### src/hdl/bdd_ut_pkg.sv
`default_nettype none

package bdd_ut_pkg;

    // table geometry
    localparam int NODE_CAPACITY = 1024;
    localparam int VAR_COUNT     = 256;
    localparam int ID_W          = $clog2(NODE_CAPACITY);
    localparam int COUNT_W       = ID_W + 1;

    // fixed field widths
    localparam int VAR_W   = 8;
    localparam int CHILD_W = 11;
    localparam logic [CHILD_W-1:0] NULL_CHILD = 11'd1024;

    // hash index: one bucket head per node slot
    localparam int BUCKET_COUNT = NODE_CAPACITY;
    localparam int BUCKET_W     = $clog2(BUCKET_COUNT);
    localparam int KEY_W        = VAR_W + 2 * CHILD_W;
    localparam int KEY_CHUNKS   = (KEY_W + BUCKET_W - 1) / BUCKET_W;
    localparam int KEY_PAD_W    = KEY_CHUNKS * BUCKET_W;

    // terminal node ids
    localparam logic [ID_W-1:0] TERM_ZERO_ID = ID_W'(0);
    localparam logic [ID_W-1:0] TERM_ONE_ID  = ID_W'(1);
    localparam logic [VAR_W-1:0] TERM_ZERO_VAR = VAR_W'(0);
    localparam logic [VAR_W-1:0] TERM_ONE_VAR  = VAR_W'(1);

    // queue between front and back
    localparam int QUEUE_DEPTH = 2;
    localparam int QPTR_W      = $clog2(QUEUE_DEPTH);
    localparam int QCOUNT_W    = $clog2(QUEUE_DEPTH + 1);

    typedef enum logic {
        KIND_DIRECT,
        KIND_SEARCH
    } kind_t;

    typedef struct packed {
        kind_t                kind;
        logic [ID_W-1:0]      direct_id;
        logic [VAR_W-1:0]     var_idx;
        logic [CHILD_W-1:0]   high;
        logic [CHILD_W-1:0]   low;
        logic [BUCKET_W-1:0]  bucket;
    } queue_item_t;

    typedef struct packed {
        logic            valid;
        logic [ID_W-1:0] id;
    } link_t;

    typedef struct packed {
        link_t              next;
        logic [VAR_W-1:0]   var_idx;
        logic [CHILD_W-1:0] high;
        logic [CHILD_W-1:0] low;
    } node_word_t;

    typedef enum logic [1:0] {
        ST_CLEAR,
        ST_IDLE,
        ST_HEAD,
        ST_NODE
    } state_t;

    // xor fold of the node triple onto a bucket number
    function automatic logic [BUCKET_W-1:0] bucket_of(
        input logic [VAR_W-1:0]   var_idx,
        input logic [CHILD_W-1:0] high,
        input logic [CHILD_W-1:0] low
    );
        logic [KEY_PAD_W-1:0] key;
        logic [BUCKET_W-1:0]  h;
        key = KEY_PAD_W'({var_idx, high, low});
        h   = '0;
        for (int i = 0; i < KEY_CHUNKS; i++)
        begin
            h = h ^ key[i*BUCKET_W +: BUCKET_W];
        end
        return h;
    endfunction

endpackage

`default_nettype wire

### src/hdl/bdd_ut_fifo.sv
`default_nettype none

module bdd_ut_fifo (
    input  wire logic                    clk,
    input  wire logic                    rst_n,
    input  wire logic                    push,
    input  wire bdd_ut_pkg::queue_item_t push_item,
    input  wire logic                    pop,
    output logic                         full,
    output logic                         empty,
    output bdd_ut_pkg::queue_item_t      head_item
);

    bdd_ut_pkg::queue_item_t                entry_reg [bdd_ut_pkg::QUEUE_DEPTH];
    logic [bdd_ut_pkg::QPTR_W-1:0]          wr_ptr_reg;
    logic [bdd_ut_pkg::QPTR_W-1:0]          wr_ptr_next;
    logic [bdd_ut_pkg::QPTR_W-1:0]          rd_ptr_reg;
    logic [bdd_ut_pkg::QPTR_W-1:0]          rd_ptr_next;
    logic [bdd_ut_pkg::QCOUNT_W-1:0]        count_reg;
    logic [bdd_ut_pkg::QCOUNT_W-1:0]        count_next;
    logic                                   do_push;
    logic                                   do_pop;

    assign full      = count_reg == bdd_ut_pkg::QCOUNT_W'(bdd_ut_pkg::QUEUE_DEPTH);
    assign empty     = count_reg == '0;
    assign head_item = entry_reg[rd_ptr_reg];
    assign do_push   = push && !full;
    assign do_pop    = pop && !empty;

    // pointer and fill count update, depth is a power of two
    always_comb
    begin
        wr_ptr_next = wr_ptr_reg;
        rd_ptr_next = rd_ptr_reg;
        count_next  = count_reg;
        if (do_push)
        begin
            wr_ptr_next = wr_ptr_reg + bdd_ut_pkg::QPTR_W'(1);
        end
        if (do_pop)
        begin
            rd_ptr_next = rd_ptr_reg + bdd_ut_pkg::QPTR_W'(1);
        end
        unique case ({do_push, do_pop})
            2'b10:   count_next = count_reg + bdd_ut_pkg::QCOUNT_W'(1);
            2'b01:   count_next = count_reg - bdd_ut_pkg::QCOUNT_W'(1);
            default: count_next = count_reg;
        endcase
    end

    always_ff @(posedge clk or negedge rst_n)
    begin
        if (!rst_n)
        begin
            wr_ptr_reg <= '0;
            rd_ptr_reg <= '0;
            count_reg  <= '0;
        end
        else
        begin
            wr_ptr_reg <= wr_ptr_next;
            rd_ptr_reg <= rd_ptr_next;
            count_reg  <= count_next;
        end
    end

    // item storage
    always_ff @(posedge clk)
    begin
        if (do_push)
        begin
            entry_reg[wr_ptr_reg] <= push_item;
        end
    end

endmodule

`default_nettype wire

### config.mk
export PLATFORM = sky130hd
export DESIGN_NAME = bdd_ut_fifo
export DESIGN_NICKNAME = d
export VERILOG_FILES = /design/src/hdl/bdd_ut_pkg.sv /design/src/hdl/bdd_ut_fifo.sv
export SDC_FILE = /design/constraint.sdc
export NUM_CORES = 1
export LEC_CHECK = 0
export BUFFER_PORTS_ARGS = -buffer_cell sky130_fd_sc_hd__buf_2
export CORE_MARGIN = 2
export CORE_UTILIZATION = 55
export CTS_CLUSTER_DIAMETER = 40
export DETAILED_ROUTE_END_ITERATION = 16
export MAX_ROUTING_LAYER = met4
export PLACE_DENSITY = 0.81
export RECOVER_POWER = 50
export SLEW_MARGIN = 10
export SYNTH_ARGS = -nofsm -noshare
export SYNTH_HDL_FRONTEND = slang
export SYNTH_SLANG_ARGS = --single-unit
### constraint.sdc
create_clock -name clk -period 8.15 [get_ports clk]
set_input_delay 1.63 -clock clk [delete_from_list [all_inputs] [get_ports clk]]
set_output_delay 1.63 -clock clk [all_outputs]
set_load 0.01 [all_outputs]
==> impl_metrics.toml, run 1 <==
[worst_setup_path]
crit_fanout = 51
r2r_slack_ns = 4.83
start_kind = "input port"
rr_startpoint = "count_reg[0]"
r2r_end = "entry_reg[0][14]"
crit_type = "in2reg"
r2r_cells = 4
worstPathRequired_ns = 8.06
crit_path_end_kind = "flip-flop"
arrival_ns = 4.00

[synthesis]
synth_area_um2 = 4130
yosys_warnings = 0
syn_avg_cell_area_um2 = 23.3
synth_top_cell_by_area = "edfxtp_1"
ys_seq_elements = 106
synth_top_area_share_pct = 74.2
yosysUniqueCellTypes = 15
syn_inst = 177
synthTopCellsByArea = "edfxtp_1 (74%), mux2_4 (18%), buf_12 (2.4%)"
synth-seq-area-share_pct = 76.6
synth.net_count = 233

[grt]
antenna_found_initial = 0
grt_max_degree = 53
grt_usage_pct = 16.1
grt.overflow.total = 0
grt_pass1_vias = 2071
grt_pass1_wl_um = 9620

[status]
failed_checks = "max-capacitance violations, max-slew violations"
status = "finished, violations left"

[job]
cap_violations = 1

[clock_tree]
cts_resized = 0
cts_tree = "done"
numCtsBuffers = 9
cts_root_buf = "clkbuf_8"
ctsHtreeMaxLevel = 3
clockBufferDepth = 2
clk_pin_slew_ns = 0.09
clk_latency_ns = 0.36
post_cts_buffers = 0
clock-sinks = 106
hold_buffers = 0

[cells_and_area]
final_common_cell = "edfxtp_1"
num-nets-final = 347
drive_gt1_share_pct = 52.0
num-fill-cells = 499
mostFrequentLayoutCells = "edfxtp_1 (102), buf_2 (85), mux2_4 (49), clkbuf_1 (23), clkbuf_8 (9)"
diodes = 0
largest_register_ffs = 102
area_growth_pct = 17.8

[routing]
detail_route.wirelength.met1_um = 2370
drt-initial-drc-count = 94
vias = 1940
met3_length_um = 500
highest_layer = "met4"
wl_per_cell_um = 15.8
routed_wl_um = 6230
wl_met2_um = 3280
detail-route-antenna-nets = 0
vias_per_cell = 4.91
post-route-drc-count = 0
drtPass1Iterations = 4

[place]
place.gp.congestion = 0.669
hpwl_um = 4010
io_buffers = 107

[timing]
maxSlewHeadroom_pct = -90.7
rsz0062_at_grt = "false"
fmax_mhz = 245
hold_violations = 0
fin_worst_hold_slack_ns = 0.512
period_share_pct = 50.1
fin_tns_setup_ns = 0
worstMarginPinSlew_ns = 2.86
skew_ns = 0.00976
fin_crit_ns = 4.09
slew_viol_final = 52
setup_violations = 0

[die]
initial_core_util_pct = 56.9
ios = 108
fp.dieArea_um2 = 8220
fp-row-count = 31
die_x_um = 90.6
core_um2 = 7250
die_h_um = 90.6

[min_path]
hold_path.class = "reg2reg"
holdPathEnd = "count_reg[1]"
whs_path_depth = 1
min_from = "count_reg[1]"

[pwr]
p_leak_nw = 1.92
p_per_area_nw_per_um2 = 346
vdd_drop_max_mv = 0.262
==> through the flow <==
step	cell area (um^2)	utilization (%)	instances	setup slack, ns	total power [mW]
final	4860	67.0	395	4.06	1.68
after global routing	4860	67.0	395	3.82	1.77
after CTS	4900	67.5	395	4.48	1.70
after detailed placement	4700	64.9	379	4.89	1.40
after global placement	4700	64.9	379	4.90	1.38
after floorplan	4130	-	177	3.83	1.26
==> metal layers <==
metal  GRT usage [%]  up-vias
li1                -      917
met1            16.8      948
met2            27.2       69
met3            5.59        6
met4            7.69        0
met5               -        -
==> final cells by class <==
cell class | count | area (um^2) | area share, %
Multi-Input combinational cell | 64 | 856 | 17.6
Inverter | 1 | 3.75 | 0.0772
Clock buffer | 9 | 124 | 2.55
Timing Repair Buffer | 109 | 519 | 10.7
Tap cell | 99 | 124 | 2.55
Clock inverter | 7 | 68.8 | 1.42
Sequential cell | 106 | 3170 | 65.1
==> kinds of logic (layout without fill, tap and decap cells) <==
| family | count (synthesis) | after routing | synth area share (%) |
|---|---|---|---|
| xor gates and xnor gates | 5 | 5 | 1.06 |
| adders and majority gates | 1 | 1 | 0.303 |
| buffers and inverters | 7 | 126 | 2.79 |
| DFF | 106 | 106 | 76.6 |
| muxes | 51 | 51 | 18.4 |
| and+or+nand+nor | 7 | 7 | 0.879 |
==> how the worst max path moves through the flow <==
stage	slack, ns	startpoint	end
after floorplan	3.83	push	entry_reg[0][0]
after global placement	4.90	rd_ptr_reg	head_item[31]
after detailed placement	4.89	rd_ptr_reg	head_item[36]
after CTS	4.48	rd_ptr_reg	head_item[36]
after global routing	3.82	push	entry_reg[0][44]
final	4.06	push	entry_reg[0][14]
==> cells in the mapped netlist <==
| master | n |
|---|---|
| mux2_2 | 2 |
| nor2_1 | 3 |
| buf_12 | 5 |
| xnor2_1 | 3 |
| xor2_1 | 2 |
| inv_1 | 1 |
| mux2_4 | 49 |
| edfxtp_1 | 102 |
| nor2b_2 | 1 |
| and3_1 | 1 |
| buf_6 | 1 |
| nand2b_1 | 1 |
| nand2_1 | 1 |
| ha_1 | 1 |
| dfrtp_1 | 4 |
==> critical path, stage by stage <==
cell	delay (ns)
buf_2	0.09
nand2_1	0.13
nor2_4	0.11
clkbuf_1	2.04
==> power breakdown <==
part,internal (mW),switching [mW]
combinational,0.298,0.222
sequential,0.752,0.103
clock,0.141,0.166
Note: power is estimated with default switching activity, not from simulation.
==> run 2, diff against run 1 <==
--- a/config.mk
+++ b/config.mk
@@ -7,11 +7,11 @@
 export LEC_CHECK = 0
 export BUFFER_PORTS_ARGS = -buffer_cell sky130_fd_sc_hd__buf_2
 export CORE_MARGIN = 2
-export CORE_UTILIZATION = 55
+export CORE_UTILIZATION = 52
 export CTS_CLUSTER_DIAMETER = 40
 export DETAILED_ROUTE_END_ITERATION = 16
 export MAX_ROUTING_LAYER = met4
-export PLACE_DENSITY = 0.81
+export PLACE_DENSITY = 0.77
 export RECOVER_POWER = 50
 export SLEW_MARGIN = 10
 export SYNTH_ARGS = -nofsm -noshare
==> constraint.sdc (replaced) <==
create_clock -name clk -period 3.8 [get_ports clk]
set_input_delay 0.76 -clock clk [delete_from_list [all_inputs] [get_ports clk]]
set_output_delay 0.76 -clock clk [all_outputs]
set_load 0.01 [all_outputs]
==> run 2 against run 1 <==
Effect of this change: the flow now finishes without violations; worst hold slack worse by 0.27 ns; power is 120% higher; highest routed layer unchanged; sequential power is 110% higher; clock-buffer cell count increased by 1; critical endpoint is now head_item[31]; largest cell class unchanged; critical path type is now reg2out.
==> impl_metrics.toml, run 2 (synthesis gave the netlist of run 1 again) <==
[routing]
drtPass1Iterations = 4
routed_wl_um = 6420
vias = 1949
vias_per_cell = 4.91
wl_per_cell_um = 16.2
detail-route-antenna-nets = 0
post-route-drc-count = 0
drt-initial-drc-count = 85

[grt]
grt_max_degree = 53
grt_pass1_wl_um = 9680
grt_pass1_vias = 1935
grt_usage_pct = 15.5
antenna_found_initial = 0
grt.met1_usage_pct = 19.5
grt.overflow.total = 0
use_met2_pct = 24.3
use_met3_pct = 2.90
top_usage_layer = "met2"

[cells_and_area]
mostFrequentLayoutCells = "edfxtp_1 (102), buf_2 (83), mux2_4 (49), clkbuf_1 (25), clkbuf_8 (9)"
num-nets-final = 347
diodes = 0
multi_input_area_um2 = 858
area_growth_pct = 18.6
num-fill-cells = 586
postLayoutCellArea_um2 = 4900
final_common_cell = "edfxtp_1"
drive_gt1_share_pct = 51.9
largest_register_ffs = 102
layout.area.seq_um2 = 3170
post-route-util_pct = 63.4

[clock_tree]
clockBufferDepth = 2
clk_latency_ns = 0.34
cts_root_buf = "clkbuf_8"
hold_buffers = 0
ctsHtreeMaxLevel = 3
cts_tree = "done"
post_cts_buffers = 0
numCtsBuffers = 9
clock-sinks = 106
cts_resized = 0
clk_pin_slew_ns = 0.09

[timing]
worstMarginPinSlew_ns = 1.13
fin_crit_ns = 2.75
period_share_pct = 72.4
fin_ws_ns = 1.05
skew_ns = 0.00509
fin_tns_setup_ns = 0
slew_viol_final = 0
maxSlewHeadroom_pct = 24.8
rsz0062_at_grt = "false"
hold_violations = 0
fmax_mhz = 364
setup_violations = 0

[worst_setup_path]
r2r_cells = 3
start_kind = "flip-flop"
rr_startpoint = "count_reg[0]"
slowest_stage = "dfrtp_4"
r2r_slack_ns = 1.42
crit_fanout = 52
critPathMaxStageDelay_ns = 1.08
cp-startpoint = "rd_ptr_reg"
crit_type = "reg2out"
arrival_ns = 1.99
worstPathRequired_ns = 3.04
critical_path.cell_chain = "mux2_2, buf_2"
crit_path_end_kind = "primary output"

[pwr]
vdd_drop_max_mv = 0.569
p_total_mw = 3.67
p_per_area_nw_per_um2 = 749
p_leak_nw = 1.93

[die]
die_x_um = 93.1
die_h_um = 93.1
fp.dieArea_um2 = 8670
core_um2 = 7730
ios = 108
fp-row-count = 32
initial_core_util_pct = 53.4

[min_path]
hold_path.class = "in2async"

[place]
io_buffers = 107
hpwl_um = 4270
place.gp.congestion = 0.757
post_dp_cell_area_um2 = 4720
dp_slack_ns = 1.40

[status]
status = "completed"

[job]
cap_violations = 0
==> run 2: cell types whose count changed in the layout (fill, tap and decap cells not counted), sizes merged <==
cell      before  now
buf           86   85
bufinv         1    2
clkbuf        32   34
clkinv         4    2
clkinvlp       1    0
==> run 2: worst max-delay path, delay by kind of cell, from the launching register on <==
family                 cells  cell delay, ns
buffers and inverters      1            0.14
flip-flops                 1            1.08
multiplexers               1            0.42
==> run 2: metal layers <==
metal	vias to the layer above	routed length, um
met4	0	125
met1	960	2790
li1	917	-
met5	-	0
met3	10	333
met2	62	3170
==> run 2: worst paths after layout <==
kind                                         end
worst max-delay path               head_item[31]
worst min-delay path                count_reg[0]
worst max register to register  entry_reg[1][37]
worst min register to register      count_reg[1]
max in group asynchronous             rd_ptr_reg
min in group clk                    count_reg[1]
==> run 2: area by class of cell <==
class                           count  share of cell area, %
Tap cell                          102                   2.61
Inverter                            1                 0.0767
Sequential cell                   106                   64.7
Timing Repair Buffer              109                   10.9
Multi-Input combinational cell     64                   17.5
Clock inverter                      5                   1.61
Clock buffer                       10                   2.61
==> run 2: power by group <==
group          switching [mW]  internal [mW]  leakage (nW)
clock network           0.344          0.368         0.107
logic                   0.478          0.653         0.833
registers               0.224           1.60         0.993
total                    1.05           2.62          1.93
==> run 2: through the flow <==
stage               std cells  hold WS (ns)
CTS                       397         0.190
detailed placement        382         0.497
floorplan                 177         0.461
finish                    397         0.239
global placement          382         0.484
global route              397         0.229
==> run 3, diff against run 2 <==
--- a/config.mk
+++ b/config.mk
@@ -7,11 +7,11 @@
 export LEC_CHECK = 0
 export BUFFER_PORTS_ARGS = -buffer_cell sky130_fd_sc_hd__buf_2
 export CORE_MARGIN = 2
-export CORE_UTILIZATION = 52
+export CORE_UTILIZATION = 47
 export CTS_CLUSTER_DIAMETER = 40
 export DETAILED_ROUTE_END_ITERATION = 16
 export MAX_ROUTING_LAYER = met4
-export PLACE_DENSITY = 0.77
+export PLACE_DENSITY = 0.73
 export RECOVER_POWER = 50
 export SLEW_MARGIN = 10
 export SYNTH_ARGS = -nofsm -noshare
==> constraint.sdc (replaced) <==
create_clock -name clk -period 2.2 [get_ports clk]
set_input_delay 0.44 -clock clk [delete_from_list [all_inputs] [get_ports clk]]
set_output_delay 0.44 -clock clk [all_outputs]
set_load 0.01 [all_outputs]
==> run 3 against run 2 <==
Effect of this change: global-route usage fell by 1.9 points; clock-buffer cell count fell by 1; utilization fell by 6.2 points; clock power rose by 60%; largest power group unchanged; critical endpoint is now head_item[42]; power rose by 72%; register-to-register slack got worse by 1.2 ns; non-clock buffer count rose by 5; sequential share of layout area fell by 0.48 points; via count rose by 1.2%; design area rose by 0.74%.
==> impl_metrics.toml, run 3 (synthesis gave the netlist of run 1 again) <==
[routing]
vias = 1972
drt-initial-drc-count = 54
routed_wl_um = 6340
detail-route-antenna-nets = 0
drtPass1Iterations = 4
vias_per_cell = 4.82
wl_per_cell_um = 15.5
post-route-drc-count = 0

[timing]
fmax_mhz = 489
slew_viol_final = 0
hold_violations = 0
rsz0062_at_grt = "false"
fin_crit_ns = 2.04
period_share_pct = 92.9
setup_violations = 0
fin_tns_setup_ns = 0
skew_ns = 0.0103
worstMarginPinSlew_ns = 0.904
fin_worst_hold_slack_ns = 0.263
maxSlewHeadroom_pct = 39.7

[pwr]
p_total_mw = 6.30
vdd_drop_max_mv = 0.635
p_leak_nw = 1.93
p_per_area_nw_per_um2 = 1280

[worst_setup_path]
crit_type = "reg2out"
arrival_ns = 1.60
worstPathRequired_ns = 1.76
rr_startpoint = "count_reg[0]"
crit_fanout = 19
cp-startpoint = "rd_ptr_reg"
start_kind = "flip-flop"
crit_path_end_kind = "primary output"

[die]
die_h_um = 97.7
die_x_um = 97.7
fp.dieArea_um2 = 9550
core_um2 = 8640
fp-row-count = 34
ios = 108
initial_core_util_pct = 47.8

[clock_tree]
cts_tree = "done"
clk_latency_ns = 0.36
clk_pin_slew_ns = 0.10
cts_root_buf = "clkbuf_8"
post_cts_buffers = 0
clockBufferDepth = 2
clock-sinks = 106
numCtsBuffers = 9
ctsHtreeMaxLevel = 3

[place]
hpwl_um = 4360
place.gp.congestion = 0.693
io_buffers = 107

[grt]
grt_max_degree = 36
grt_pass1_vias = 1902
grt_usage_pct = 13.5
grt_pass1_wl_um = 9540
antenna_found_initial = 1
grt.overflow.total = 0

[min_path]
min_from = "push_item[13]"
hold_path.class = "in2reg"

[job]
cap_violations = 0

[cells_and_area]
drive_gt1_share_pct = 49.3
final_common_cell = "edfxtp_1"
num-nets-final = 352
area_growth_pct = 19.5
mostFrequentLayoutCells = "edfxtp_1 (102), buf_2 (74), mux2_4 (49), clkbuf_1 (33), clkbuf_8 (9)"
largest_register_ffs = 102

[status]
status = "completed"
run 3: cell count changes in the layout (fill, tap and decap cells not counted), sizes merged:
cell         before  now
diode             0    1
bufinv            2    1
clkinvlp          0    1
buf              85   79
inv               2    3
dlygate4sd3       0    1
clkbuf           34   43
run 3: critical path, cell delays in order (launching register included):
cell,delay [ns]
dfrtp_4,0.44
buf_4,0.33
mux2_4,0.34
buf_2,0.14
run 3: stage by stage:
step | instances | cell area, um^2 | util (%) | worst slack, ns
3_5_place_dp | 392 | 4800 | 55.5 | 0.527
3_3_place_gp | 392 | 4800 | 55.5 | 0.568
6_report | 409 | 4930 | 57.1 | 0.157
4_1_cts | 408 | 4990 | 57.8 | 0.130
2_1_floorplan | 177 | 4140 | - | 0.364
5_1_grt | 409 | 4930 | 57.1 | 0.0793
run 3: timing repair:
action                                  in CTS  in global routing
resized for setup                            0                  0
hold buffers                                 1                  0
endpoints found under the setup margin       0                  0
hold endpoints to repair                     4                  0
run 3: path summary, 6_finish.rpt:
path	endpoint	slack, ns	cells past startpoint
max	head_item[42]	0.16	3
min	entry_reg[0][13]	0.26	1
max reg2reg	entry_reg[0][34]	0.25	4
min reg2reg	wr_ptr_reg	0.50	1
max in group asynchronous	rd_ptr_reg	1.49	2
min in group asynchronous	count_reg[1]	0.45	2
run 3: area by class of cell:
type	instances	area, um^2
clock inverters	6	65.1
inverters	1	3.75
clock buffers	9	124
well taps	108	135
repair buffers	114	584
fillers	698	3700
diodes	1	2.50
multi-input cells	64	851
flip-flops and latches	106	3170
run 3: layer usage:
metal / track usage (%) / wire length, um / vias up
li1: - / - / 928
met1: 16.7 / 2750 / 967
met2: 21.8 / 3100 / 68
met3: 3.44 / 398 / 9
met4: 5.13 / 87 / 0
met5: - / 0 / -
run 3: power breakdown:
group	internal (mW)	leakage, nW	total, mW	switching (mW)
Sequential	2.77	0.993	2.90	0.135
Combinational	1.17	0.839	2.25	1.08
Clock	0.524	0.0959	1.14	0.620
Total	4.46	1.93	6.30	1.84
