`src/hdl/bdd_ut_pkg.sv`:
```
`default_nettype none

package bdd_ut_pkg;

    // table geometry
    localparam int NODE_CAPACITY = 1024;
    localparam int VAR_COUNT     = 256;
    localparam int ID_W          = $clog2(NODE_CAPACITY);
    localparam int COUNT_W       = ID_W + 1;

    // fixed field widths
    localparam int VAR_W   = 8;
    localparam int CHILD_W = 11;
    localparam logic [CHILD_W-1:0] NULL_CHILD = 11'd1024;

    // hash index: one bucket head per node slot
    localparam int BUCKET_COUNT = NODE_CAPACITY;
    localparam int BUCKET_W     = $clog2(BUCKET_COUNT);
    localparam int KEY_W        = VAR_W + 2 * CHILD_W;
    localparam int KEY_CHUNKS   = (KEY_W + BUCKET_W - 1) / BUCKET_W;
    localparam int KEY_PAD_W    = KEY_CHUNKS * BUCKET_W;

    // terminal node ids
    localparam logic [ID_W-1:0] TERM_ZERO_ID = ID_W'(0);
    localparam logic [ID_W-1:0] TERM_ONE_ID  = ID_W'(1);
    localparam logic [VAR_W-1:0] TERM_ZERO_VAR = VAR_W'(0);
    localparam logic [VAR_W-1:0] TERM_ONE_VAR  = VAR_W'(1);

    // queue between front and back
    localparam int QUEUE_DEPTH = 2;
    localparam int QPTR_W      = $clog2(QUEUE_DEPTH);
    localparam int QCOUNT_W    = $clog2(QUEUE_DEPTH + 1);

    typedef enum logic {
        KIND_DIRECT,
        KIND_SEARCH
    } kind_t;

    typedef struct packed {
        kind_t                kind;
        logic [ID_W-1:0]      direct_id;
        logic [VAR_W-1:0]     var_idx;
        logic [CHILD_W-1:0]   high;
        logic [CHILD_W-1:0]   low;
        logic [BUCKET_W-1:0]  bucket;
    } queue_item_t;

    typedef struct packed {
        logic            valid;
        logic [ID_W-1:0] id;
    } link_t;

    typedef struct packed {
        link_t              next;
        logic [VAR_W-1:0]   var_idx;
        logic [CHILD_W-1:0] high;
        logic [CHILD_W-1:0] low;
    } node_word_t;

    typedef enum logic [1:0] {
        ST_CLEAR,
        ST_IDLE,
        ST_HEAD,
        ST_NODE
    } state_t;

    // xor fold of the node triple onto a bucket number
    function automatic logic [BUCKET_W-1:0] bucket_of(
        input logic [VAR_W-1:0]   var_idx,
        input logic [CHILD_W-1:0] high,
        input logic [CHILD_W-1:0] low
    );
        logic [KEY_PAD_W-1:0] key;
        logic [BUCKET_W-1:0]  h;
        key = KEY_PAD_W'({var_idx, high, low});
        h   = '0;
        for (int i = 0; i < KEY_CHUNKS; i++)
        begin
            h = h ^ key[i*BUCKET_W +: BUCKET_W];
        end
        return h;
    endfunction

endpackage

`default_nettype wire

```
`src/hdl/bdd_ut_front.sv`:
```
`default_nettype none

module bdd_ut_front (
    input  wire logic                               clk,
    input  wire logic                               rst_n,
    input  wire logic                               start,
    input  wire logic [bdd_ut_pkg::VAR_W-1:0]       var_index,
    input  wire logic [bdd_ut_pkg::CHILD_W-1:0]     high_child,
    input  wire logic [bdd_ut_pkg::CHILD_W-1:0]     low_child,
    input  wire logic                               clear_busy,
    input  wire logic                               q_full,
    output logic                                    busy,
    output logic                                    push,
    output bdd_ut_pkg::queue_item_t                 push_item
);

    logic                    stage_valid_reg;
    logic                    stage_valid_next;
    bdd_ut_pkg::queue_item_t stage_item_reg;
    bdd_ut_pkg::queue_item_t stage_item_next;
    bdd_ut_pkg::queue_item_t classified;
    logic                    accept;

    // stage may reload in the same cycle it drains into the queue
    assign busy   = clear_busy || (stage_valid_reg && q_full);
    assign accept = start && !busy;
    assign push   = stage_valid_reg && !q_full;
    assign push_item = stage_item_reg;

    // classify: out of range, reduced, terminal or search
    always_comb
    begin
        classified.kind      = bdd_ut_pkg::KIND_SEARCH;
        classified.direct_id = '0;
        classified.var_idx   = var_index;
        classified.high      = high_child;
        classified.low       = low_child;
        classified.bucket    = bdd_ut_pkg::bucket_of(var_index, high_child, low_child);
        priority if (32'(var_index) >= bdd_ut_pkg::VAR_COUNT)
        begin
            classified.kind = bdd_ut_pkg::KIND_DIRECT;
        end
        else if (var_index != bdd_ut_pkg::TERM_ZERO_VAR &&
                 var_index != bdd_ut_pkg::TERM_ONE_VAR && high_child == low_child)
        begin
            classified.kind      = bdd_ut_pkg::KIND_DIRECT;
            classified.direct_id = high_child[bdd_ut_pkg::ID_W-1:0];
        end
        else if (var_index == bdd_ut_pkg::TERM_ZERO_VAR &&
                 high_child == bdd_ut_pkg::NULL_CHILD &&
                 low_child == bdd_ut_pkg::NULL_CHILD)
        begin
            classified.kind      = bdd_ut_pkg::KIND_DIRECT;
            classified.direct_id = bdd_ut_pkg::TERM_ZERO_ID;
        end
        else if (var_index == bdd_ut_pkg::TERM_ONE_VAR &&
                 high_child == bdd_ut_pkg::NULL_CHILD &&
                 low_child == bdd_ut_pkg::NULL_CHILD)
        begin
            classified.kind      = bdd_ut_pkg::KIND_DIRECT;
            classified.direct_id = bdd_ut_pkg::TERM_ONE_ID;
        end
        else
        begin
            classified.kind = bdd_ut_pkg::KIND_SEARCH;
        end
    end

    // stage next value
    always_comb
    begin
        stage_valid_next = stage_valid_reg;
        stage_item_next  = stage_item_reg;
        if (accept)
        begin
            stage_valid_next = 1'b1;
            stage_item_next  = classified;
        end
        else if (push)
        begin
            stage_valid_next = 1'b0;
        end
    end

    always_ff @(posedge clk or negedge rst_n)
    begin
        if (!rst_n)
        begin
            stage_valid_reg <= 1'b0;
        end
        else
        begin
            stage_valid_reg <= stage_valid_next;
        end
    end

    always_ff @(posedge clk)
    begin
        stage_item_reg <= stage_item_next;
    end

endmodule

`default_nettype wire

```
`config.mk`:
```
export PLATFORM = sky130hd
export DESIGN_NAME = bdd_ut_front
export DESIGN_NICKNAME = d
export VERILOG_FILES = /design/src/hdl/bdd_ut_pkg.sv /design/src/hdl/bdd_ut_front.sv
export SDC_FILE = /design/constraint.sdc
export NUM_CORES = 1
export LEC_CHECK = 0
export BUFFER_PORTS_ARGS = -buffer_cell sky130_fd_sc_hd__buf_4
export CAP_MARGIN = 15
export CORE_ASPECT_RATIO = 0.6
export CORE_MARGIN = 10
export CORE_UTILIZATION = 45
export CTS_CLUSTER_SIZE = 25
export DETAILED_ROUTE_END_ITERATION = 16
export GPL_ROUTABILITY_DRIVEN = 0
export PLACE_DENSITY = 0.77
export SLEW_MARGIN = 20
export SYNTH_ARGS = -nofsm -noshare
export SYNTH_HDL_FRONTEND = slang
export SYNTH_SLANG_ARGS = --single-unit
export TNS_END_PERCENT = 10
```
`constraint.sdc`:
```
create_clock -name clk -period 6.1 [get_ports clk]
set_input_delay 0.915 -clock clk [delete_from_list [all_inputs] [get_ports clk]]
set_output_delay 0.915 -clock clk [all_outputs]
set_load 0.1 [all_outputs]
```
==> results.sh, run 1 <==
export IMPL_synth_nets=149
export IMPL_antenna_found_initial=0
export IMPL_cts_resized=0
export IMPL_ys_warn_count=0
export IMPL_avgSynthCellArea_um2=18.0
export IMPL_wl_met1_um=2230
export IMPL_dr_first_iter_drc_count=96
export IMPL_clk_path_buf_depth=2
export IMPL_synth_seq_cells=52
export IMPL_wl_met2_um=2350
export IMPL_path_common_cell="buf_4"
export IMPL_hold_buffers=0
export IMPL_dieArea_mm2=0.00775
export IMPL_preCtsSetupSlack_ps=3520
export IMPL_synth_top_cell_area_share=0.747
export IMPL_htree_levels=2
export IMPL_cp_slowest_cell="buf_4"
export IMPL_hold_class="input port to async pin"
export IMPL_p_per_area_mw_per_mm2=300
export IMPL_largest_reg_flops=51
export IMPL_hold_viol_final=0
export IMPL_fin_crit_sh=0.399
export IMPL_yosys_top_cells_area="edfxtp_1, xnor2_1, and2_1, dfrtp_1, nor4_4"
export IMPL_crit_required_ps=5180
export IMPL_die_w_um=107
export IMPL_arrival_ps=1520
export IMPL_synth_area_mm2=0.00205
export IMPL_hpwl_um=4160
export IMPL_first_pass_iters=4
export IMPL_yosys_area_top_type="edfxtp_1"
export IMPL_io_pins=88
export IMPL_worst_pin_slew_ps=852
export IMPL_die_y_um=72.3
export IMPL_status="complete, no violations"
export IMPL_period_needed_ps=2440
export IMPL_path_class="input port to output port"
export IMPL_wl_um=5320
export IMPL_mostFrequentLayoutCells="buf_4, edfxtp_1, xnor2_1"
export IMPL_start_util=0.482
export IMPL_maxCapViolations=0
export IMPL_grt_remaining_overflow=0
export IMPL_drcViolationCount=0
export IMPL_cts_root_buffer="clkbuf_8"
export IMPL_drive_gt1_frac=0.471
export IMPL_clock_sinks=52
export IMPL_place_area_mm2=0.00278
export IMPL_num_vias=1328
export IMPL_clk_latency_ps=300
export IMPL_grt_max_degree=53
export IMPL_yosysSeqAreaShare=0.759
export IMPL_finalNetCount=242
export IMPL_slowest_delay_ps=230
export IMPL_wire_per_inst_um=19.9
export IMPL_rows=18
export IMPL_timing_hold_ws_ps=375
export IMPL_antenna_cells=0
export IMPL_grt_pass1_vias=1434
export IMPL_layoutNonFillerInstCount=268
export IMPL_final_area_mm2=0.00288
export IMPL_rsz0062_at_grt="false"
export IMPL_coreArea_mm2=0.00426
export IMPL_detail_route_antenna_nets=0
export IMPL_p_leak_nw=1.09
export IMPL_grt_pass1_wl_um=8050
export IMPL_fin_setup_tns_ps=0
export IMPL_crit_fanout=3
export IMPL_layout_commonest_cell="buf_4"
export IMPL_wl_met3_um=707
export IMPL_cts_buffers_inserted=5
export IMPL_setup_violations=0
export IMPL_n_fill_cell=316
export IMPL_max_slew_margin=0.427
export IMPL_critPathCaptureType="output port"
export IMPL_place_inst=260
export IMPL_dr_max_layer_used="met4"
export IMPL_postCtsSetupBuffers=0
export IMPL_cts_tree="done"
export IMPL_post_drt_via_cell_ratio=4.96
export IMPL_clk_pin_slew_ps=90
export IMPL_crit_path_start_kind="input port"
export IMPL_ys_types=21
export IMPL_area_delta_synth_final_pct=40.6
export IMPL_finClkSkew_ps=5.02
export IMPL_setup_slack_ps=3660
export IMPL_synth_cells=114
export IMPL_reg2reg_depth=2
export IMPL_port_buffers=87
export IMPL_fmax_ghz=0.411
export IMPL_ir_drop_v=0.000172
export IMPL_cp_cell_sequence="buf_4, a21oi_1, inv_1, buf_4"
export IMPL_track_usage=0.135
export IMPL_maxSlewViolCount=0
## Yosys cell counts, drive strengths merged
master / n
a21o: 1
a21oi: 1
a22o: 1
and2: 10
and3: 1
and4: 1
buf: 1
dfrtp: 1
edfxtp: 51
inv: 1
nand3: 1
nand4: 2
nor2: 1
nor2b: 1
nor3: 1
nor4: 4
nor4b: 2
or4: 2
xnor2: 31
## critical path: cells and delay by family
family / cells / cell delay, ps
AO/OA/AOI/OAI: 1 / 190
buffers and inverters: 3 / 410
## report_power, final
part,internal [W],switching (W)
combinational,0.0000525,0.000162
sequential,0.000414,0.00000520
clock,0.000122,0.000109
total,0.000588,0.000276
## final cells by class
type | count | area, µm² | share of cell area
inverter | 1 | 3.75 | 0.00130
timing repair buffer | 87 | 653 | 0.226
multi-input combinational | 60 | 488 | 0.169
tap | 60 | 75.1 | 0.0260
clock buffer | 6 | 72.6 | 0.0252
clock inverter | 2 | 35.0 | 0.0121
sequential | 52 | 1560 | 0.540
## path summary, 6_finish.rpt
kind                                                to  slack (ps)                         from
max                                               busy        3660                       q_full
min                        stage_valid_reg$_DFFE_PN0P_         370                        rst_n
max reg2reg                    push_item[17]$_DFFE_PP_        4520  stage_valid_reg$_DFFE_PN0P_
min reg2reg                stage_valid_reg$_DFFE_PN0P_         510  stage_valid_reg$_DFFE_PN0P_
max in group asynchronous  stage_valid_reg$_DFFE_PN0P_        5640                        rst_n
min in group clk           stage_valid_reg$_DFFE_PN0P_         510  stage_valid_reg$_DFFE_PN0P_
## kinds of logic (layout without fill, tap and decap cells)
logic type	Yosys count	after routing	share of synthesized area
simple gates	26	26	0.0909
compound gates	3	3	0.0104
flops	52	52	0.759
buf+inv	2	96	0.00732
xor+xnor	31	31	0.132
## metrics by stage
step | total power, W | util
3_5_place_dp | 0.000643 | 0.652
2_1_floorplan | 0.000580 | -
5_1_grt | 0.000890 | 0.678
4_1_cts | 0.000868 | 0.677
6_report | 0.000864 | 0.678
3_3_place_gp | 0.000638 | 0.652
## per-layer routing
layer | track usage | vias to the layer above
met3 | 0.0714 | 4
met1 | 0.168 | 635
met2 | 0.202 | 79
met4 | 0.0329 | 0
met5 | 0 | -
li1 | - | 610
No activity file was read; power rests on OpenSTA's default activity.
==> inputs of run 2 (changes only) <==
--- a/config.mk
+++ b/config.mk
@@ -9,11 +9,11 @@
 export CAP_MARGIN = 15
 export CORE_ASPECT_RATIO = 0.6
 export CORE_MARGIN = 10
-export CORE_UTILIZATION = 45
+export CORE_UTILIZATION = 42
 export CTS_CLUSTER_SIZE = 25
 export DETAILED_ROUTE_END_ITERATION = 16
 export GPL_ROUTABILITY_DRIVEN = 0
-export PLACE_DENSITY = 0.77
+export PLACE_DENSITY = 0.76
 export SLEW_MARGIN = 20
 export SYNTH_ARGS = -nofsm -noshare
 export SYNTH_HDL_FRONTEND = slang
==> constraint.sdc (replaced) <==
create_clock -name clk -period 2.12 [get_ports clk]
set_input_delay 0.318 -clock clk [delete_from_list [all_inputs] [get_ports clk]]
set_output_delay 0.318 -clock clk [all_outputs]
set_load 0.1 [all_outputs]
==> run 2 against run 1 <==
- final cell count grew 2.2%
- critical path depth grew 1
- clock power grew to 2.9 times the previous value
- combinational power grew to 2.9 times the previous value
- total power grew to 2.9 times the previous value
- register-to-register slack lost 3800 ps
- die area grew 5.5%
- via count shrank 1.7%
- sequential power grew to 2.9 times the previous value
- flip-flop and latch count is the same
- clock skew grew 4.6 ps
- worst setup slack lost 3200 ps
- critical path type is now input port to flop
- largest cell class unchanged
==> results.sh, run 2 (same netlist as run 1, synthesis figures left out) <==
export IMPL_clk_path_buf_depth=2
export IMPL_crit_path_start_kind="input port"
export IMPL_power_total_w=0.00250
export IMPL_grt_pass1_vias=1486
export IMPL_hold_viol_final=0
export IMPL_die_y_um=74.1
export IMPL_track_usage=0.126
export IMPL_setup_slack_ps=485
export IMPL_start_util=0.442
export IMPL_slowest_delay_ps=790
export IMPL_clk_pin_slew_ps=100
export IMPL_area_delta_synth_final_pct=42.2
export IMPL_cp_cell_sequence="buf_4, xnor2_1, nand4_1, nor4_2, a22o_1"
export IMPL_pwr_share_comb=0.248
export IMPL_post_drt_via_cell_ratio=4.77
export IMPL_path_class="input port to flop"
export IMPL_path_buf_inv=1
export IMPL_hold_class="input port to flop"
export IMPL_grt_max_degree=33
export IMPL_fin_crit_sh=0.771
export IMPL_die_w_um=110
export IMPL_io_pins=88
export IMPL_clk_latency_ps=300
export IMPL_grt_remaining_overflow=0
export IMPL_finalNetCount=245
export IMPL_detail_route_antenna_nets=0
export IMPL_drcViolationCount=0
export IMPL_critPathCaptureType="flop"
export IMPL_maxSlewViolCount=0
export IMPL_first_pass_iters=4
export IMPL_seqPwrFrac=0.483
export IMPL_multi_input_area_um2=487
export IMPL_mostFrequentLayoutCells="buf_4, edfxtp_1, xnor2_1"
export IMPL_hpwl_um=4030
export IMPL_reg2reg_depth=3
export IMPL_hold_end="push_item[34]$_DFFE_PP_"
export IMPL_layoutNonFillerInstCount=274
export IMPL_finClkSkew_ps=9.58
export IMPL_cts_tree="done"
export IMPL_period_needed_ps=1630
export IMPL_htree_levels=2
export IMPL_clock_sinks=52
export IMPL_maxCapViolations=0
export IMPL_num_vias=1306
export IMPL_postCtsSetupBuffers=0
export IMPL_p_clk_frac=0.270
export IMPL_wl_um=5080
export IMPL_cp_slowest_cell="nor4_2"
export IMPL_ir_drop_v=0.000540
export IMPL_cts_buffers_inserted=5
export IMPL_preCtsSetupSlack_ps=211
export IMPL_dieArea_mm2=0.00817
export IMPL_p_switching_w=0.000794
export IMPL_rsz0062_at_grt="false"
export IMPL_largest_reg_flops=51
export IMPL_p_leak_nw=1.11
export IMPL_wire_per_inst_um=18.5
export IMPL_r2r_start="stage_valid_reg$_DFFE_PN0P_"
export IMPL_max_slew_margin=0.421
export IMPL_port_buffers=87
export IMPL_antenna_cells=0
export IMPL_dr_first_iter_drc_count=52
export IMPL_grt_pass1_wl_um=7840
export IMPL_crit_fanout=11
export IMPL_crit_required_ps=2290
export IMPL_antenna_found_initial=0
export IMPL_coreArea_mm2=0.00464
export IMPL_drive_gt1_frac=0.474
export IMPL_reg2reg_slack_ps=690
export IMPL_p_per_area_mw_per_mm2=856
export IMPL_p_int_w=0.00170
export IMPL_cts_resized=0
export IMPL_fmax_ghz=0.612
export IMPL_place_inst=265
export IMPL_hp_start="var_index[2]"
export IMPL_rows=19
export IMPL_n_fill_cell=369
export IMPL_power_share_switching=0.318
export IMPL_cts_root_buffer="clkbuf_8"
export IMPL_register_area_mm2=0.00156
export IMPL_layout_commonest_cell="buf_4"
export IMPL_fin_setup_tns_ps=0
export IMPL_worst_pin_slew_ps=862
export IMPL_status="complete, no violations"
export IMPL_path_delay_family="simple AND/OR/NAND/NOR gates"
export IMPL_arrival_ps=1800
export IMPL_timing_rr_end="push_item[35]$_DFFE_PP_"
export IMPL_worstHoldPathCells=1
export IMPL_setup_violations=0
## run 2: worst max path at each step
stage / to / startpoint / depth (start not counted) / slack (ps)
floorplan: push / stage_valid_reg$_DFFE_PN0P_ / 1 / 100
global placement: push_item[40]$_DFFE_PP_ / var_index[2] / 5 / 320
detailed placement: push_item[50]$_SDFFCE_PP0P_ / low_child[8] / 5 / 210
CTS: push_item[40]$_DFFE_PP_ / low_child[8] / 5 / 520
global route: push_item[40]$_DFFE_PP_ / low_child[8] / 5 / 340
finish: push_item[40]$_DFFE_PP_ / low_child[8] / 5 / 490
## run 2: timing repair
item,CTS,global route
hold buffers,1,0
hold endpoints to repair,1,0
setup endpoints to repair,0,0
## run 2: cell type report
type,instances,area share
Tap cell,63,0.0270
Multi-Input combinational cell,60,0.167
Timing Repair Buffer,90,0.233
Clock inverter,2,0.0133
Sequential cell,52,0.534
Clock buffer,6,0.0249
Inverter,1,0.00129
## run 2: metrics by stage
stage	utilization	instance area, µm²	hold slack (ps)
floorplan	-	2050	22.4
global placement	0.603	2790	93.6
detailed placement	0.603	2790	95.3
CTS	0.629	2920	206
global route	0.629	2920	198
finish	0.629	2920	214
## run 2: power by group through the flow
stage                     combinational [W]  sequential, W  clock, W
after floorplan                    0.000108        0.00156         0
after global placement             0.000617        0.00123         0
after detailed placement           0.000621        0.00123         0
after CTS                          0.000623        0.00121  0.000692
after global routing               0.000644        0.00121  0.000737
final                              0.000618        0.00121  0.000673
## run 2: routing by layer
layer	vias to the layer above	global-route usage	part of all wire	routed length [µm]
li1	615	-	-	-
met1	622	0.161	0.41	2100
met2	67	0.182	0.44	2210
met3	2	0.0733	0.15	764
met4	0	0.0312	0.00079	4
met5	-	0	0	0
==> inputs of run 3 (changes only) <==
==> constraint.sdc (replaced) <==
create_clock -name clk -period 1.4 [get_ports clk]
set_input_delay 0.21 -clock clk [delete_from_list [all_inputs] [get_ports clk]]
set_output_delay 0.21 -clock clk [all_outputs]
set_load 0.1 [all_outputs]
==> run 3 against run 2 <==
- the flow now finishes with violations (negative setup slack)
- register-to-register slack worse by 530 ps
- flip-flop and latch count did not move
- design area up 7.5%
- sequential share of layout area is 3.7 points lower
- routed wire length up 11%
- total power rose by 49%
- critical path depth up 1
- sequential power rose by 51%
- via count grew 8.1%
- core utilization is 4.7 points higher
- critical path type unchanged
==> results.sh, run 3 (same netlist as run 1, synthesis figures left out) <==
export IMPL_status="finished, violations left"
export IMPL_violations="negative setup slack"
export IMPL_layoutNonFillerInstCount=301
export IMPL_preCtsSetupSlack_ps=-339
export IMPL_clock_sinks=52
export IMPL_die_w_um=110
export IMPL_io_pins=88
export IMPL_die_y_um=74.1
export IMPL_antenna_found_initial=0
export IMPL_period_needed_ps=1410
export IMPL_worstHoldPathCells=1
export IMPL_crit_fanout=4
export IMPL_maxCapViolations=0
export IMPL_first_pass_iters=4
export IMPL_largest_reg_flops=51
export IMPL_cp_cell_sequence="buf_4, or4_4, nor4_4, nor4_2, buf_4, and2_1"
export IMPL_path_buf_inv=2
export IMPL_place_area_mm2=0.00303
export IMPL_antenna_cells=0
export IMPL_path_delay_family="simple AND/OR/NAND/NOR gates"
export IMPL_grt_remaining_overflow=0
export IMPL_cp_depth=6
export IMPL_wire_per_inst_um=18.7
export IMPL_coreArea_mm2=0.00464
export IMPL_path_class="input port to flop"
export IMPL_htree_levels=2
export IMPL_path_common_cell="buf_4"
export IMPL_finalNetCount=272
export IMPL_setup_violations=1
export IMPL_maxSlewViolCount=0
export IMPL_postCtsSetupBuffers=0
export IMPL_clk_latency_ps=310
export IMPL_fmax_ghz=0.711
export IMPL_cts_root_buffer="clkbuf_8"
export IMPL_fin_crit_sh=1.00
export IMPL_rows=19
export IMPL_place_inst=292
export IMPL_grt_pass1_vias=1518
export IMPL_reg2reg_slack_ps=160
export IMPL_ir_drop_v=0.000740
export IMPL_grt_max_degree=30
export IMPL_critPathCaptureType="flop"
export IMPL_crit_path_start_kind="input port"
export IMPL_n_fill_cell=346
export IMPL_fin_util=0.676
export IMPL_drive_gt1_frac=0.546
export IMPL_final_area_mm2=0.00313
export IMPL_arrival_ps=1480
export IMPL_drcViolationCount=0
export IMPL_p_per_area_mw_per_mm2=1190
export IMPL_detail_route_antenna_nets=0
export IMPL_p_leak_nw=1.24
export IMPL_hold_viol_final=0
export IMPL_cts_buffers_inserted=5
export IMPL_setup_slack_ps=-6.08
export IMPL_dieArea_mm2=0.00817
export IMPL_timing_rr_end="push_item[9]$_DFFE_PP_"
export IMPL_port_buffers=87
export IMPL_wl_um=5630
export IMPL_hp_start="var_index[0]"
export IMPL_post_drt_via_cell_ratio=4.69
export IMPL_slowest_delay_ps=550
export IMPL_layout_commonest_cell="buf_4"
export IMPL_worst_pin_slew_ps=450
export IMPL_track_usage=0.138
export IMPL_area_delta_synth_final_pct=52.8
export IMPL_crit_required_ps=1470
export IMPL_rsz0062_at_grt="true"
export IMPL_hold_class="input port to flop"
export IMPL_hold_end="push_item[32]$_DFFE_PP_"
export IMPL_num_vias=1412
export IMPL_max_slew_margin=0.698
export IMPL_clk_path_buf_depth=2
export IMPL_hpwl_um=4530
export IMPL_dr_first_iter_drc_count=75
export IMPL_reg2reg_depth=3
export IMPL_finClkSkew_ps=5.94
export IMPL_mostFrequentLayoutCells="buf_4, edfxtp_1, xnor2_1"
export IMPL_clk_pin_slew_ps=90
export IMPL_cts_tree="done"
export IMPL_grt_pass1_wl_um=8360
export IMPL_r2r_start="stage_valid_reg$_DFFE_PN0P_"
export IMPL_start_util=0.442
export IMPL_cp_slowest_cell="or4_4"
==> run 3: metrics by stage <==
stage / hold WS (ps) / TNS, ps / power, W
global route: 93.9 / -334 / 0.00385
detailed placement: -13.1 / -3510 / 0.00287
finish: 98.5 / -6.08 / 0.00372
floorplan: -85.6 / -885 / 0.00252
CTS: 88.9 / 0 / 0.00374
global placement: -14.4 / -3120 / 0.00286
==> run 3: power breakdown <==
group | total (W) | internal [W] | leakage, nW | switching (W)
Clock | 0.000881 | 0.000359 | 0.0485 | 0.000522
Combinational | 0.00101 | 0.000288 | 0.710 | 0.000719
Sequential | 0.00183 | 0.00180 | 0.484 | 0.0000257
==> run 3: how the worst max path moves through the flow <==
stage / endpoint / startpoint
6_report: push_item[46]$_SDFFCE_PN0P_ / var_index[2]
5_1_grt: push_item[46]$_SDFFCE_PN0P_ / var_index[2]
4_1_cts: push_item[46]$_SDFFCE_PN0P_ / var_index[2]
3_5_place_dp: push_item[49]$_SDFFCE_PN0P_ / var_index[2]
3_3_place_gp: push_item[44]$_SDFFCE_PN0P_ / var_index[2]
2_1_floorplan: push_item[41]$_SDFFCE_PN0P_ / var_index[2]
==> run 3: what timing repair did <==
item | 4_1_cts | 5_1_grt
hold buffers | 1 | 0
setup endpoints to repair | 1 | 10
resized for setup | 1 | 1
gates cloned | 0 | 0
hold endpoints to repair | 1 | 0
pin swaps | 0 | 0
==> run 3: cell type report <==
cell class              instances  area (µm²)  area share
clock buffers                   5        68.8      0.0220
well taps                      63        78.8      0.0251
multi-input cells              60         494       0.158
repair buffers                117         910       0.290
flip-flops and latches         52        1560       0.497
clock inverters                 3        22.5     0.00719
inverters                       1        3.75     0.00120
==> run 3: worst reg2reg max path: stages, from the launching register on <==
cell	delay (ps)
dfrtp_1	410
a21oi_2	150
and2_4	190
buf_12	190
==> run 3: layer usage <==
layer	GRT usage	vias to the layer above	share of wire
met1	0.187	659	0.46
li1	-	669	-
met2	0.185	74	0.40
met3	0.0690	10	0.13
met4	0.0468	0	0.014
met5	0	-	0
